--- src/hdl/bfsa_pkg.sv ---
// Shared types, constants and codes for the best-fit segment allocator.
// Used by the handle cell, the segment cell and the top level; no dependencies.
`default_nettype none
package bfsa_pkg;

   localparam int MAX_HANDLES  = 64;
   localparam int MAX_SEGMENTS = 65;
   localparam int ADDR_BITS    = 32;
   localparam int KEY_BITS     = 32;
   localparam int HIDX_W       = $clog2(MAX_HANDLES);
   localparam int SIDX_W       = $clog2(MAX_SEGMENTS);

   typedef logic [ADDR_BITS-1:0] addr_type;
   typedef logic [KEY_BITS-1:0]  key_type;
   typedef logic [HIDX_W-1:0]    hidx_type;
   typedef logic [SIDX_W-1:0]    sidx_type;

   typedef enum logic [1:0] {
      FN_ALLOC  = 2'd0,
      FN_FREE   = 2'd1,
      FN_RESIZE = 2'd2
   } func_type;

   typedef enum logic [3:0] {
      STAT_OK         = 4'd0,
      STAT_NOMEM      = 4'd1,
      STAT_DUP        = 4'd2,
      STAT_NOCONT     = 4'd3,
      STAT_UNKNOWN    = 4'd4,
      STAT_BELOW_USED = 4'd5,
      STAT_BELOW_HW   = 4'd6,
      STAT_FULL       = 4'd7,
      STAT_ZERO       = 4'd8
   } stat_type;

   typedef enum logic {
      CSR_ALIGN    = 1'b0,
      CSR_CAPACITY = 1'b1
   } csr_type;

   typedef enum logic [1:0] {
      ST_IDLE,
      ST_HSCAN,
      ST_SSCAN
   } state_type;

   // Running result handed from handle cell to handle cell.
   typedef struct packed {
      logic     tok;
      logic     m_found;
      hidx_type m_idx;
      addr_type m_start;
      addr_type m_len;
      logic     f_found;
      hidx_type f_idx;
   } hcar_type;

   // Write to one handle cell.
   typedef struct packed {
      logic     en;
      hidx_type idx;
      logic     valid;
      key_type  key;
      addr_type start;
      addr_type len;
   } hwr_type;

   // Running result handed from segment cell to segment cell.
   typedef struct packed {
      logic     tok;
      logic     b_found;
      sidx_type b_idx;
      addr_type b_start;
      addr_type b_len;
      logic     l_found;
      sidx_type l_idx;
      addr_type l_start;
      addr_type l_len;
      logic     r_found;
      sidx_type r_idx;
      addr_type r_len;
      logic     s_found;
      sidx_type s_idx;
   } scar_type;

   // Search targets broadcast to all segment cells.
   typedef struct packed {
      addr_type size;
      addr_type lt;
      addr_type rt;
   } stgt_type;

   // Write to one segment cell; a zero length leaves the entry invalid.
   typedef struct packed {
      logic     en;
      sidx_type idx;
      addr_type start;
      addr_type len;
   } swr_type;

endpackage
`default_nettype wire

--- src/hdl/bfsa_scell.sv ---
// One free segment entry with its stage of the segment search chain.
// Depends on bfsa_pkg.
`default_nettype none
module bfsa_scell (
   input  logic               clock,
   input  logic               reset,
   input  bfsa_pkg::sidx_type my_idx,
   input  logic               clr,
   input  bfsa_pkg::addr_type clr_len,
   input  bfsa_pkg::swr_type  wa,
   input  bfsa_pkg::swr_type  wb,
   input  bfsa_pkg::stgt_type tgt,
   input  bfsa_pkg::scar_type cin,
   output bfsa_pkg::scar_type cout
);

   logic               valid_ff;
   bfsa_pkg::addr_type start_ff;
   bfsa_pkg::addr_type len_ff;
   bfsa_pkg::addr_type seg_end;
   bfsa_pkg::scar_type car_ff;
   bfsa_pkg::scar_type car_in;
   logic               hit_a;
   logic               hit_b;
   logic               first;

   assign hit_a   = wa.en && (wa.idx == my_idx);
   assign hit_b   = wb.en && (wb.idx == my_idx);
   assign first   = (my_idx == '0);
   assign seg_end = start_ff + len_ff;

   // Entry storage; reinit leaves one segment over the whole range in cell zero.
   always_ff @(posedge clock) begin
      if (reset) begin
         valid_ff <= 1'b0;
      end else if (clr) begin
         valid_ff <= first && (clr_len != '0);
      end else if (hit_a) begin
         valid_ff <= (wa.len != '0);
      end else if (hit_b) begin
         valid_ff <= (wb.len != '0);
      end
      if (clr) begin
         start_ff <= '0;
         len_ff   <= clr_len;
      end else if (hit_a) begin
         start_ff <= wa.start;
         len_ff   <= wa.len;
      end else if (hit_b) begin
         start_ff <= wb.start;
         len_ff   <= wb.len;
      end
   end

   // Best fit, left and right neighbors, and first empty slot.
   always_comb begin
      car_in = cin;
      if (valid_ff && (len_ff >= tgt.size) &&
          (!cin.b_found || (len_ff < cin.b_len) ||
           ((len_ff == cin.b_len) && (start_ff < cin.b_start)))) begin
         car_in.b_found = 1'b1;
         car_in.b_idx   = my_idx;
         car_in.b_start = start_ff;
         car_in.b_len   = len_ff;
      end
      if (valid_ff && (seg_end == tgt.lt)) begin
         car_in.l_found = 1'b1;
         car_in.l_idx   = my_idx;
         car_in.l_start = start_ff;
         car_in.l_len   = len_ff;
      end
      if (valid_ff && (start_ff == tgt.rt)) begin
         car_in.r_found = 1'b1;
         car_in.r_idx   = my_idx;
         car_in.r_len   = len_ff;
      end
      if (!valid_ff && !cin.s_found) begin
         car_in.s_found = 1'b1;
         car_in.s_idx   = my_idx;
      end
   end

   // The word moves one cell per cycle and is held once it has passed.
   always_ff @(posedge clock) begin
      if (reset) begin
         car_ff.tok <= 1'b0;
      end else if (cin.tok) begin
         car_ff <= car_in;
      end else begin
         car_ff.tok <= 1'b0;
      end
   end

   assign cout = car_ff;

endmodule
`default_nettype wire

--- config.mk ---
export PLATFORM = sky130hd
export DESIGN_NAME = bfsa_scell
export DESIGN_NICKNAME = d
export VERILOG_FILES = /design/src/hdl/bfsa_pkg.sv /design/src/hdl/bfsa_scell.sv
export SDC_FILE = /design/constraint.sdc
export NUM_CORES = 1
export LEC_CHECK = 0
export BUFFER_PORTS_ARGS = -buffer_cell sky130_fd_sc_hd__buf_2
export CAP_MARGIN = 20
export CORE_AREA = 2 2 257 259
export DETAILED_ROUTE_END_ITERATION = 10
export DIE_AREA = 0 0 259 261
export PLACE_DENSITY = 0.51
export RECOVER_POWER = 25
export SLEW_MARGIN = 20
export SYNTH_ARGS = -nofsm -noshare
export SYNTH_HDL_FRONTEND = slang
export SYNTH_SLANG_ARGS = --single-unit
--- constraint.sdc ---
create_clock -name clock -period 9.48 [get_ports clock]
set_input_delay 0.474 -clock clock [delete_from_list [all_inputs] [get_ports clock]]
set_output_delay 0.474 -clock clock [all_outputs]
set_load 0.05 [all_outputs]
== Word-level counts from Yosys, hierarchy flattened ==
Cells that the tools add are included.

* Output and inout bits: 193
* Bits of input ports: 475
* Register bits after elaboration: 258

* Muxes and demuxes: 13
* Bitwise gates (word level): 1
* Add/sub/neg operators: 1
* Eq/ne operators: 5
* Order comparisons: 3
* Reduce and logical (&&, ||, !) cells: 21

{| class="wikitable"
|+ Operator list
! kind !! number
|-
| 2-to-1 mux 32 bit || 5
|-
| 2-to-1 mux 71 bit || 2
|-
| == test 32 bit || 3
|-
| nonzero test 32 bit || 3
|-
| < comparator 32 bit || 2
|-
| 2-to-1 mux 39 bit || 1
|-
| adder 32 bit || 1
|-
| >= comparator 32 bit || 1
|-
| == test 7 bit || 2
|-
| logical AND 1 bit || 9
|-
| logical NOT 7 bit || 1
|-
| 2-to-1 mux 7 bit || 1
|-
| 2-to-1 mux 1 bit || 4
|-
| logical NOT 1 bit || 3
|-
| nonzero test 3 bit || 1
|-
| logical OR 1 bit || 2
|-
| AND reduction 2 bit || 1
|-
| nonzero test 2 bit || 1
|-
| inverter 1 bit || 1
|}

== Depth between registers and ports, before layout ==
* Depth in word-level cells: 5
* Mapped depth: 14

== Worst setup path before layout ==
Ideal clock, no wire load.

* Kind: in2reg
* From: input port reset
* To: register car_ff, in the netlist cout[0], enable pin
* Data arrival time: 8974 ps
* Setup slack: -267 ps
* Setup time: 773 ps
* Path buffers: 0
* Stages: 1
* Cell sequence: nor2b_1

* Cells in the longest elaborated chain, start to end: 2

{| class="wikitable"
|+ Ends and longest elaborated chain
! item !! line !! text
|-
| from (decl) || bfsa_scell.sv:6 || <nowiki>input logic reset,</nowiki>
|-
| inverter 1 bit (no line) || n/a ||
|-
| AND reduction 2 bit (no line) || n/a ||
|-
| to (signal assigned) || bfsa_scell.sv:88 || <nowiki>car_ff <= car_in;</nowiki>
|-
| to (decl) || bfsa_scell.sv:21 || <nowiki>bfsa_pkg::scar_type car_ff;</nowiki>
|}

Every way passes these cells.
A chain may end at the register's enable or synchronous reset.

==> results.md <==
* Clock-pin slew on the worst setup and hold paths at 0.06 ns
* TritonCTS clock tree: yes
* CP endpoint kind: flop
* Inst Count DP at 2978
* Latest clock arrival within the worst-skew pair at 0.54 ns
* Sw Pwr at about 1.1 mW
* Routed len/inst at roughly 26 microns
* Outcome: finished with violations
* Period utilization at a little under three fifths
* DRC violations left at 0
* DR iter-0 viols at about 1100
* Total clock sinks at ~260
* R2R cell count at 11
* Met1 Use GR at around 27%
* Final Hold Fails at 0
* Skew final at about 0.025 ns
* GRT overflow at 0
* Setup Viol. Count Final at 0
* Post-CTS Setup Bufs at 0
* Failing checks: capacitance limit, slew limit
* Synth async-reset ratio at 0%
* Nets at 2753
* HP Class: primary input to flop
* Post-CTS Resized at 0
* Max-Cap Viols at 1
* Reg-to-reg endpoint: cout[110]
* Hold_ws at slightly below 0.2 ns
* PnR Total Power at ~3.4 mW
* # IOs at 668
* Fin area at 22150 sq um
* Total routed wirelength at 78.24 mm
* YS warnings at 0
* Critical path's top delay family: compound AO/OA/AOI/OAI gates
* Core Rows at 94
* Clk pwr share at 38.5%
* Hold path startpoint: reset
* RSZ-0062 raised after global routing: no
* CTS Hold Bufs at 0
* Cell area after synthesis at 16950 sq um
* Port Buffer Count at about 670
* DP Area at 21200 sq um
* Crit path required time at around 9.8 ns
* Max Slew Vio Count at 24
* Critical R2R Launch: len_ff[4]
* Core box area at 65040 sq um
* Clock buffer count from CTS at 35
* Total negative setup slack at 0 ns
* Fraction of layout cells with a size suffix above 1 at between 30% and 40%
* Post-DP HPWL at 63.88 mm
* Mapped Nets at roughly 2100
* Maximum clock path buffer count at 3
* TritonRoute pass-1 iters at 5
* Crit-path cells: ha_1 > and3_1 > a2111oi_4 > o21ai_1 > a21oi_2 > o2111ai_1 > a2111oi_0 > nand4_1 > or4_4 > buf_6 > mux2_4
* Area taken by multi-input logic gates at 8887 sq um
* Largest net degree at the start of global routing at roughly 80
* Hold path depth at 2
* Number of global-route vias before repair at 15287
* Global-route wire length before repair at 108.0 mm
* Worst R2R Setup Slack at around 4.2 ns
* Peak VDD IR at ~120 uV
* Non-filler cells, final at slightly above 3000
* Share of the yosys chip area belonging to registers at 43.71%
* Die area at 67600 sq um
* Fmax at 190.7 MHz
* WP buf/inv at 1
* Root Driver: clkbuf_16
* Post-DRT Antenna Nets at 0
* #FFs+latches synth at 258
* Layout area overhead at 30.74%
* Slew HR at -44.39%
* Met3 GRT Util at 3.678%
* EDFF count, synth at 224
* Die Ht at approximately 260 microns
* Power density over the cells at approximately 160 nW/um^2
* Total Routing Usage GR at 22.14%
* Data arrival, critical path at around 5.5 ns
* Hold Path End: cout[192]
* Crit Path Max Fanout at 53
* Leak at between 9 and 10 nW
* Slowest stage delay, CP at ~0.74 ns
* Comb power frac at between 20% and 30%
* Internal power at 2.370 mW
* Startpoint Class: flop
* Reg power frac at about 40%
* CTS H-tree depth at 2
* Syn avg cell area at approximately 11 sq um
* Yosys top cell area share at 39.70%
* Initial antenna violation count at 18
* Layer with the highest usage: met2
* GP Congestion at between 0.9 and 1
* Worst Tran Pin Value at around 2.2 ns
* Initial core utilization at a little over a quarter
* Synth top area cells: edfxtp_1 40%, ha_1 9.3%, mux2_2 7.8%
* Switching Share at between 30% and 40%
* Cell taking the most area after synthesis: edfxtp_1
* Most frequent cell after synthesis: edfxtp_1
* Distinct cell type count after synthesis at about 70
* Vias per cell at 4.919
* Synth top cells by count: 224 x edfxtp_1, 126 x ha_1, 117 x mux2_2
* GR Layer Usage met2 at between 30% and 40%
* Top FF cell, synth: edfxtp_1
* Worst path slowest cell: or4_4
* Reg area at between 7000 and 8000 sq um
* WS Path Type: flop to flop
* Cell count after synthesis at roughly 1500
* Fill cells at between 6000 and 7000
* Vias at 15013
* DIE WIDTH at roughly 260 microns
* Final min period at ~5.2 ns
[cell families after synthesis]
kind of cell	Yosys count	share of synthesized area, %
flip-flops	258	43.71
multiplexers	258	18.16
buffers and inverters	167	4.069
adder cells (fa/ha/maj)	127	9.422
AND/OR/NAND/NOR	326	9.540
XOR/XNOR	89	4.600
AO/OA/AOI/OAI	274	10.49
[power by group through the flow]
stage / clock, mW / sequential (mW) / combinational [mW]
final: 1.33 / 1.38 / 0.738
after detailed placement: 0 / 1.40 / 0.745
after floorplan: 0 / 1.55 / 0.290
after global placement: 0 / 1.40 / 0.745
after global routing: 1.40 / 1.39 / 0.791
after CTS: 1.36 / 1.38 / 0.749
[worst register-to-register path: cells and delay by family (launching register included)]
| family | cells | cell delay (ns) |
|---|---|---|
| fa+ha+maj | 1 | 0.43 |
| buf+inv | 1 | 0.44 |
| mux | 1 | 0.57 |
| compound gates | 5 | 1.84 |
| flops | 1 | 0.53 |
| simple gates | 3 | 1.17 |
[layout make-up]
cell class | instances | share of cell area [%]
Multi-Input combinational cell | 1074 | 40.12
Antenna cell | 12 | 0.1355
Timing Repair Buffer | 678 | 14.64
Sequential cell | 258 | 33.44
Clock inverter | 18 | 0.8811
Inverter | 104 | 1.762
Clock buffer | 44 | 4.151
Tap cell | 864 | 4.880
[routing by layer]
layer  vias up  wire (microns)
met5         -              68
met4        10            1632
met3        86            5059
met2       616           40050
met1      7329           31430
li1       6972               -
[worst max-delay path by stage]
stage	end	startpoint	slack [ns]	depth (start not counted)
after floorplan	cout[0]	cin[192]	3.57	1
after global placement	cout[172]	len_ff[31]	3.29	10
after detailed placement	cout[172]	len_ff[31]	4.11	10
after CTS	cout[172]	len_ff[31]	4.10	10
after global routing	cout[172]	len_ff[31]	4.00	10
final	cout[110]	len_ff[4]	4.24	11
[registers in the layout, summed over array words and instances (netlist names)]
signal and cells:
cout 193, len_ff 32, start_ff 32, valid_ff 1
[cells in the final DEF (no fill, tap or decap), drive strengths merged, types with 34 or more instances in the layout]
cell type    n
nor2        79
o21ai       74
mux2       189
ha         126
a21oi       63
nand2       84
inv        105
nand4       42
buf        531
xor2        50
clkbuf     191
a211oi      44
dfxtp       34
xnor2       39
nor4        38
mux2i       69
edfxtp     224
[stage by stage]
stage / utilization, % / setup WS (ns)
floorplan: - / 3.568
global placement: 32.57 / 3.285
detailed placement: 32.60 / 4.109
CTS: 34.31 / 4.103
global route: 34.05 / 4.000
finish: 34.06 / 4.237
No activity file was read; power rests on OpenSTA's default activity.
