File: config.mk
export PLATFORM = sky130hd
export DESIGN_NAME = bfsa_hcell
export DESIGN_NICKNAME = d
export VERILOG_FILES = /design/src/hdl/bfsa_pkg.sv /design/src/hdl/bfsa_hcell.sv
export SDC_FILE = /design/constraint.sdc
export NUM_CORES = 1
export LEC_CHECK = 0
export BUFFER_PORTS_ARGS = -buffer_cell sky130_fd_sc_hd__buf_2
export CAP_MARGIN = 25
export CORE_AREA = 3 3 153 193
export DETAILED_ROUTE_END_ITERATION = 7
export DIE_AREA = 0 0 156 196
export SYNTH_ARGS = -nofsm -noshare
export SYNTH_HDL_FRONTEND = slang
export SYNTH_SLANG_ARGS = --single-unit
export TNS_END_PERCENT = 20
File: constraint.sdc
create_clock -name clock -period 16.65 [get_ports clock]
set_input_delay 3.33 -clock clock [delete_from_list [all_inputs] [get_ports clock]]
set_output_delay 3.33 -clock clock [all_outputs]
set_load 0.1 [all_outputs]
File: src/hdl/bfsa_pkg.sv
// Shared types, constants and codes for the best-fit segment allocator.
// Used by the handle cell, the segment cell and the top level; no dependencies.
`default_nettype none
package bfsa_pkg;

   localparam int MAX_HANDLES  = 64;
   localparam int MAX_SEGMENTS = 65;
   localparam int ADDR_BITS    = 32;
   localparam int KEY_BITS     = 32;
   localparam int HIDX_W       = $clog2(MAX_HANDLES);
   localparam int SIDX_W       = $clog2(MAX_SEGMENTS);

   typedef logic [ADDR_BITS-1:0] addr_type;
   typedef logic [KEY_BITS-1:0]  key_type;
   typedef logic [HIDX_W-1:0]    hidx_type;
   typedef logic [SIDX_W-1:0]    sidx_type;

   typedef enum logic [1:0] {
      FN_ALLOC  = 2'd0,
      FN_FREE   = 2'd1,
      FN_RESIZE = 2'd2
   } func_type;

   typedef enum logic [3:0] {
      STAT_OK         = 4'd0,
      STAT_NOMEM      = 4'd1,
      STAT_DUP        = 4'd2,
      STAT_NOCONT     = 4'd3,
      STAT_UNKNOWN    = 4'd4,
      STAT_BELOW_USED = 4'd5,
      STAT_BELOW_HW   = 4'd6,
      STAT_FULL       = 4'd7,
      STAT_ZERO       = 4'd8
   } stat_type;

   typedef enum logic {
      CSR_ALIGN    = 1'b0,
      CSR_CAPACITY = 1'b1
   } csr_type;

   typedef enum logic [1:0] {
      ST_IDLE,
      ST_HSCAN,
      ST_SSCAN
   } state_type;

   // Running result handed from handle cell to handle cell.
   typedef struct packed {
      logic     tok;
      logic     m_found;
      hidx_type m_idx;
      addr_type m_start;
      addr_type m_len;
      logic     f_found;
      hidx_type f_idx;
   } hcar_type;

   // Write to one handle cell.
   typedef struct packed {
      logic     en;
      hidx_type idx;
      logic     valid;
      key_type  key;
      addr_type start;
      addr_type len;
   } hwr_type;

   // Running result handed from segment cell to segment cell.
   typedef struct packed {
      logic     tok;
      logic     b_found;
      sidx_type b_idx;
      addr_type b_start;
      addr_type b_len;
      logic     l_found;
      sidx_type l_idx;
      addr_type l_start;
      addr_type l_len;
      logic     r_found;
      sidx_type r_idx;
      addr_type r_len;
      logic     s_found;
      sidx_type s_idx;
   } scar_type;

   // Search targets broadcast to all segment cells.
   typedef struct packed {
      addr_type size;
      addr_type lt;
      addr_type rt;
   } stgt_type;

   // Write to one segment cell; a zero length leaves the entry invalid.
   typedef struct packed {
      logic     en;
      sidx_type idx;
      addr_type start;
      addr_type len;
   } swr_type;

endpackage
`default_nettype wire

File: src/hdl/bfsa_hcell.sv
// One handle table entry with its stage of the handle search chain.
// Depends on bfsa_pkg.
`default_nettype none
module bfsa_hcell (
   input  logic               clock,
   input  logic               reset,
   input  bfsa_pkg::hidx_type my_idx,
   input  logic               clr,
   input  bfsa_pkg::hwr_type  wr,
   input  bfsa_pkg::key_type  tkey,
   input  bfsa_pkg::hcar_type cin,
   output bfsa_pkg::hcar_type cout
);

   logic               valid_ff;
   bfsa_pkg::key_type  key_ff;
   bfsa_pkg::addr_type start_ff;
   bfsa_pkg::addr_type len_ff;
   bfsa_pkg::hcar_type car_ff;
   bfsa_pkg::hcar_type car_in;
   logic               hit;

   assign hit = wr.en && (wr.idx == my_idx);

   // Entry storage.
   always_ff @(posedge clock) begin
      if (reset || clr) begin
         valid_ff <= 1'b0;
      end else if (hit) begin
         valid_ff <= wr.valid;
      end
      if (hit) begin
         key_ff   <= wr.key;
         start_ff <= wr.start;
         len_ff   <= wr.len;
      end
   end

   // First matching key and first free entry win.
   always_comb begin
      car_in = cin;
      if (valid_ff && (key_ff == tkey) && !cin.m_found) begin
         car_in.m_found = 1'b1;
         car_in.m_idx   = my_idx;
         car_in.m_start = start_ff;
         car_in.m_len   = len_ff;
      end
      if (!valid_ff && !cin.f_found) begin
         car_in.f_found = 1'b1;
         car_in.f_idx   = my_idx;
      end
   end

   // The word moves one cell per cycle and is held once it has passed.
   always_ff @(posedge clock) begin
      if (reset) begin
         car_ff.tok <= 1'b0;
      end else if (cin.tok) begin
         car_ff <= car_in;
      end else begin
         car_ff.tok <= 1'b0;
      end
   end

   assign cout = car_ff;

endmodule
`default_nettype wire

==> Word level (Yosys, flattened, before mapping) <==
Cells that the tools add are included.
{ "classes": {"add_sub_neg": 0, "n_mul": 0, "div": 0, "magnitude_cmp": 0, "eq_ne": 2, "shift": 0, "muxes": 3, "n_bitwise": 1, "n_reduce_logical": 9} }
{ "ops": {"columns": ["operator", "count"], "rows": [
  ["$mux 70", 1],
  ["$eq 32x32->1", 1],
  ["$eq 6x6->1", 1],
  ["$mux 6", 1],
  ["$logic_and 1x1->1", 4],
  ["$logic_not 1->1", 3],
  ["$reduce_and 2->1", 1],
  ["$logic_or 1x1->1", 1],
  ["$mux 1", 1],
  ["$not 1->1", 1]
]} }
{ "word_totals": {"register_bits": 176, "latch_bits": 0, "mem_bits_rw": 0, "romBits": 0, "in_bits": 224, "memories": 0} }

==> Logic depth before layout (Yosys ltp) <==
Gate-level depths: netlist of run 1.
{ "depth": {"depth_word": 4, "depth_mapped": 6} }

==> Worst setup path before layout of run 1 <==
Ideal clock, no wire load.
{ "synth_path": {"path_type": "input-to-reg", "from": "in my_idx[3]", "to": "reg valid_ff", "arrival_time_ns": 13.633, "t_required_ns": 16.542, "setup_slack_ns": 2.909, "path_stages": 4, "n_path_buf": 0, "cell_sequence": "xor2_1 > nor4_1 > mux2i_1 > nor3_1"} }
{ "synth_via": {"elab_chain_len": 2} }
{ "synth_rtl": {"columns": ["element", "line_no", "source"], "rows": [
  ["start: declaration", "bfsa_hcell.sv:7", "input bfsa_pkg::hidx_type my_idx,"],
  ["$eq 6x6->1", "bfsa_hcell.sv:23", "assign hit = wr.en && (wr.idx == my_idx);"],
  ["$logic_and 1x1->1", "bfsa_hcell.sv:23", null],
  ["net hit", "bfsa_hcell.sv:21", "logic hit;"],
  ["end signal: assignment", "bfsa_hcell.sv:30", "valid_ff <= wr.valid;"],
  ["end: declaration", "bfsa_hcell.sv:15", "logic valid_ff;"]
]} }
The timed path passes the listed nets, and every way through them passes these cells.
A chain may end at the register's enable or synchronous reset.

==> results of run 1 <==
registers in the layout, indices dropped and copies added, names as in the netlist:
| signal | flops |
|---|---|
| cout | 79 |
| key_ff | 32 |
| len_ff | 32 |
| start_ff | 32 |
| valid_ff | 1 |
cell families after synthesis:
family,count (synthesis),share of synthesized area
simple gates,20,0.0189
xor+xnor,38,0.0480
mux,77,0.162
buf+inv,7,0.0114
flops,176,0.759
final cells by class:
| class | count | area share |
|---|---|---|
| clock inverter | 15 | 0.0192 |
| sequential | 176 | 0.555 |
| timing repair buffer | 307 | 0.165 |
| antenna | 1 | 0.000264 |
| multi-input combinational | 135 | 0.170 |
| tap | 350 | 0.0461 |
| clock buffer | 17 | 0.0448 |
cell usage after synthesis:
| cell type | n |
|---|---|
| mux2i_1 | 1 |
| nor2b_1 | 2 |
| xnor2_1 | 34 |
| nor4b_2 | 1 |
| buf_6 | 7 |
| dfxtp_1 | 2 |
| mux2_4 | 69 |
| nand3_1 | 1 |
| edfxtp_1 | 174 |
| nand3_2 | 1 |
| nor4_1 | 2 |
| nand4_1 | 8 |
| mux2_2 | 7 |
| nor3_1 | 2 |
| nand2b_1 | 2 |
| nor2_1 | 1 |
| xor2_1 | 4 |
routing by layer:
metal	part of all wire	track usage	up-vias
met4	0.018	0.0425	4
met2	0.54	0.206	184
met5	0.0015	0	-
li1	-	-	1882
met1	0.35	0.117	1861
met3	0.083	0.0457	21
through the flow:
| step | hold WS, ps | total power, uW | utilization | instances | setup slack (ps) |
|---|---|---|---|---|---|
| CTS | 523 | 1100 | 0.342 | 999 | 10450 |
| floorplan | 467 | 636 | - | 318 | 2910 |
| finish | 513 | 1080 | 0.343 | 1001 | 10720 |
| global route | 551 | 1130 | 0.343 | 1001 | 10440 |
| global placement | 504 | 680 | 0.320 | 967 | 9980 |
| detailed placement | 505 | 682 | 0.320 | 967 | 9980 |
worst reg2reg max path, cell delays in order (launching register included):
cell	delay, ps
edfxtp_1	440
xnor2_1	190
nand4_1	110
nor4_1	710
nand3_4	630
buf_4	610
mux2_4	450
worst min path at each step:
| stage | from | to | slack (ps) | depth (start not counted) |
|---|---|---|---|---|
| after floorplan | valid_ff | cout[6] | 470 | 1 |
| after global placement | valid_ff | cout[6] | 500 | 1 |
| after detailed placement | valid_ff | cout[6] | 510 | 1 |
| after CTS | valid_ff | cout[6] | 520 | 1 |
| after global routing | start_ff[3] | cout[42] | 550 | 1 |
| final | valid_ff | cout[6] | 510 | 1 |
power breakdown:
group | total (uW) | internal, uW | switching [uW]
registers | 509 | 505 | 4.28
logic | 162 | 43.4 | 119
clock network | 413 | 239 | 175
total | 1080 | 787 | 298
layout by cell type (no fill, tap or decap), drive strengths merged:
| master | n |
|---|---|
| mux2 | 76 |
| dfxtp | 2 |
| nor4b | 1 |
| clkinv | 7 |
| nor2 | 1 |
| edfxtp | 174 |
| nor4 | 2 |
| bufinv | 3 |
| nor3 | 2 |
| inv | 5 |
| diode | 1 |
| nor2b | 2 |
| buf | 307 |
| nand3 | 2 |
| clkbuf | 17 |
| nand2b | 2 |
| nand4 | 8 |
| xor2 | 4 |
| xnor2 | 34 |
| mux2i | 1 |
==> flow_metrics.tcl, run 1 <==
set metrics [dict create \
    yosys_warnings 0 \
    fillers 2661 \
    layout_min_cycle_time_ps 5930 \
    grt-ovfl-total 0 \
    synth_cell_type_count 17 \
    drt-initial-drc-count 119 \
    drtAntennaViolNets 0 \
    yosys.area.top_type "edfxtp_1" \
    slew_violations 0 \
    ys_seq_area_frac 0.759 \
    antenna_found_initial 3 \
    cp_data_required_time_ps 16830 \
    wl_per_cell_microns 17.5 \
    postCtsResizedCells 0 \
    max_slew.worst_pin.slew_ps 902 \
    hold_class "reg -> reg" \
    start_util 0.251 \
    cts_tree "done" \
    drive_gt1_frac 0.645 \
    outcome "finished clean" \
    synth_area_leaders "edfxtp_1, mux2_4, xnor2_1" \
    clockBufferDepth 2 \
    cpMaxStageDelayCell "nor4_1" \
    yosysTopAreaCellShare 0.754 \
    grt_pass1_vias 4247 \
    rr_endpoint "cout[57]" \
    htreeDepth 4 \
    critPathCapture "cout[57]" \
    synth_seq_cells 176 \
    syn-instance-count 318 \
    cp_max_fo 42 \
    dpl_cell_area_sq_um 8850 \
    cp.depth 7 \
    r2r_cells 6 \
    postCtsSetupBuffers 0 \
    hold_buffers 0 \
    rsz0062_at_grt "false" \
    synth_area_sq_um 6930 \
    rows 68 \
    clock_latency_ps 430 \
    endpoint_kind "flip-flop" \
    crit_family "simple AND/OR/NAND/NOR gates" \
    io_pins 303 \
    clk_pin_slew_ps 70 \
    clock_sinks 176 \
    multi_input_area_sq_um 1610 \
    p_per_area_nw_per_um2 114 \
    worstPathCellList "buf_2 -> xnor2_1 -> nand4_1 -> nor4_1 -> nand3_4 -> buf_4 -> mux2_4" \
    dieArea_sq_um 30600 \
    r2r-start "key_ff[25]" \
    power_leakage_uw 0.00394 \
    grt_pass1_wl_microns 25200 \
    slowest_delay_ps 700 \
    cp.arrival_ps 6110 \
    die_h_microns 196 \
    crit_buf_inv 2 \
    nets 861 \
    dp_hpwl_microns 13400 \
    syn_area_per_cell_sq_um 21.8 \
    slew_headroom 0.399 \
    regArea_sq_um 5270 \
    area.growth.synth_to_final_pct 36.9 \
    rrSetupSlack_ps 13260 \
    setup_viol 0 \
    grt_usage 0.114 \
    startpoint_type "primary input" \
    final_cell_area_sq_um 9490 \
    vias_per_cell 3.95 \
    critPathLaunch "tkey[26]" \
    port_buffers 302 \
    root_buffer "clkbuf_16" \
    hold_violations 0 \
    ir_drop_mv 0.0588 \
    gp_congestion 0.745 \
    critPathKind "in -> reg" \
    drtPass1Iterations 4 \
    cts_buffers 17 \
    fin_skew_ps 11.8 \
    routed_wl_microns 17500 \
    core_sq_um 27700 \
    remaining_drc_errors 0 \
    fp.dieW_microns 156 \
    setup_tns_ps 0 \
    vias 3952 \
    max_cap_violations 0 \
    synth_fp_nets 542 \
    fin_crit_sh 0.356 \
    grt_max_degree 79 \
    clock.fmax_mhz 169 \
]
Power figures use the tool's default switching activity.
==> run 2, diff against run 1 <==
clock period = 5 ns   (was 16.65 ns; I/O delays follow)
==> run 2 against run 1 <==
Against the previous run: utilization decreased by 0.10 points; clock skew decreased by 0.84 ps; critical endpoint is now cout[75]; largest cell class unchanged; combinational power increased to 3.4 times the previous value.
==> flow_metrics.tcl, run 2 (synthesis gave the netlist of run 1 again) <==
set metrics [dict create \
    clock_latency_ps 430 \
    worstPathCellList "buf_2 -> xnor2_1 -> nand4_1 -> nor4_1 -> nand3_4 -> buf_12 -> mux2_4" \
    drtPass1Iterations 4 \
    cp.arrival_ps 3660 \
    endpoint_kind "flip-flop" \
    fin_skew_ps 11.0 \
    postCtsSetupBuffers 0 \
    finish.utilization 0.342 \
    cp_data_required_time_ps 5170 \
    cpMaxStageDelayCell "nor4_1" \
    clk_pin_slew_ps 60 \
    slew_violations 0 \
    grt-ovfl-total 0 \
    combPwrFrac 0.156 \
    cts_buffers 17 \
    cp_max_fo 37 \
    ir_drop_mv 0.192 \
    hold_class "reg -> reg" \
    critPathKind "in -> reg" \
    max_cap_violations 0 \
    hold_violations 0 \
    nets 861 \
    drtAntennaViolNets 0 \
    area.growth.synth_to_final_pct 36.5 \
    outcome "finished clean" \
    rsz0062_at_grt "false" \
    p_sw_uw 975 \
    setup_viol 0 \
    cts_tree "done" \
    vias 3973 \
    p_clk_frac 0.357 \
    die_h_microns 196 \
    drive_gt1_frac 0.640 \
    io_pins 303 \
    fp.dieW_microns 156 \
    clockBufferDepth 2 \
    htreeDepth 4 \
    setup_tns_ps 0 \
    dp_hpwl_microns 13400 \
    rows 68 \
    final_common_cell "buf_2" \
    sw_frac_of_total 0.280 \
    max_slew.worst_pin.slew_ps 828 \
    root_buffer "clkbuf_16" \
    grt_pass1_wl_microns 25100 \
    fin_crit_sh 0.698 \
    largest_reg_flops 79 \
    clock_sinks 176 \
    clock.fmax_mhz 287 \
    port_buffers 302 \
    grt_usage 0.112 \
    startpoint_type "primary input" \
    core_sq_um 27700 \
    remaining_drc_errors 0 \
    antenna_found_initial 3 \
    p_int_uw 2510 \
    drt-initial-drc-count 150 \
    crit_buf_inv 2 \
    wl_per_cell_microns 17.2 \
    fillers 2655 \
    slew_headroom 0.446 \
    start_util 0.251 \
    slowest_delay_ps 700 \
    p_per_area_nw_per_um2 368 \
    dieArea_sq_um 30600 \
    grt_max_degree 54 \
    power_leakage_uw 0.00390 \
    vias_per_cell 3.96 \
    postCtsResizedCells 0 \
    routed_wl_microns 17300 \
    crit_family "simple AND/OR/NAND/NOR gates" \
    hold_buffers 0 \
    layout_common_cells "buf_2, edfxtp_1, mux2_4" \
    gp_congestion 0.731 \
    grt_pass1_vias 4389 \
    layout_min_cycle_time_ps 3490 \
    seqPwrFrac 0.487 \
]
==> run 2: worst register-to-register path, delay by kind of cell (launching register included) <==
kind / cells / cell delay (ps)
AND/OR/NAND/NOR: 3 / 1510
XOR/XNOR: 1 / 150
flip-flops: 1 / 390
multiplexers: 1 / 380
buffers and inverters: 1 / 510
==> run 2: layout make-up <==
class | instances | area, sq um | area share
Tap cell | 350 | 438 | 0.0463
Clock inverter | 15 | 121 | 0.0128
Clock buffer | 17 | 425 | 0.0449
Sequential cell | 176 | 5270 | 0.556
Multi-Input combinational cell | 135 | 1620 | 0.171
Antenna cell | 4 | 10.0 | 0.00106
Timing Repair Buffer | 307 | 1590 | 0.168
==> run 2: path summary, 6_finish.rpt <==
path               from  slack, ps  cells past startpoint  endpoint
max reg2reg  key_ff[17]       1800                      6  cout[75]
min reg2reg    valid_ff        520                      1   cout[6]
min            valid_ff        520                      1   cout[6]
max            tkey[26]       1510                      7  cout[75]
==> run 2: power groups by stage <==
stage / logic (uW) / registers, uW / clock network (uW)
final: 543 / 1690 / 1240
after global routing: 566 / 1700 / 1350
after CTS: 550 / 1690 / 1300
after detailed placement: 549 / 1730 / 0
after global placement: 543 / 1730 / 0
after floorplan: 77.2 / 2040 / 0
==> run 2: layer usage <==
metal	track usage	wire (microns)
met1	0.118	6410
met2	0.201	9280
met5	0	0
met3	0.0419	1270
met4	0.0425	352
==> run 2: stage by stage <==
| stage | power [uW] | hold slack [ps] | area [sq um] | setup WS [ps] | cells |
|---|---|---|---|---|---|
| after floorplan | 2120 | 467 | 6950 | -3.87 | 318 |
| after global placement | 2270 | 502 | 8890 | 844 | 967 |
| after detailed placement | 2280 | 503 | 8910 | 920 | 968 |
| after CTS | 3550 | 515 | 9460 | 1330 | 1000 |
| after global routing | 3620 | 552 | 9460 | 1240 | 1003 |
| final | 3480 | 518 | 9470 | 1510 | 1004 |
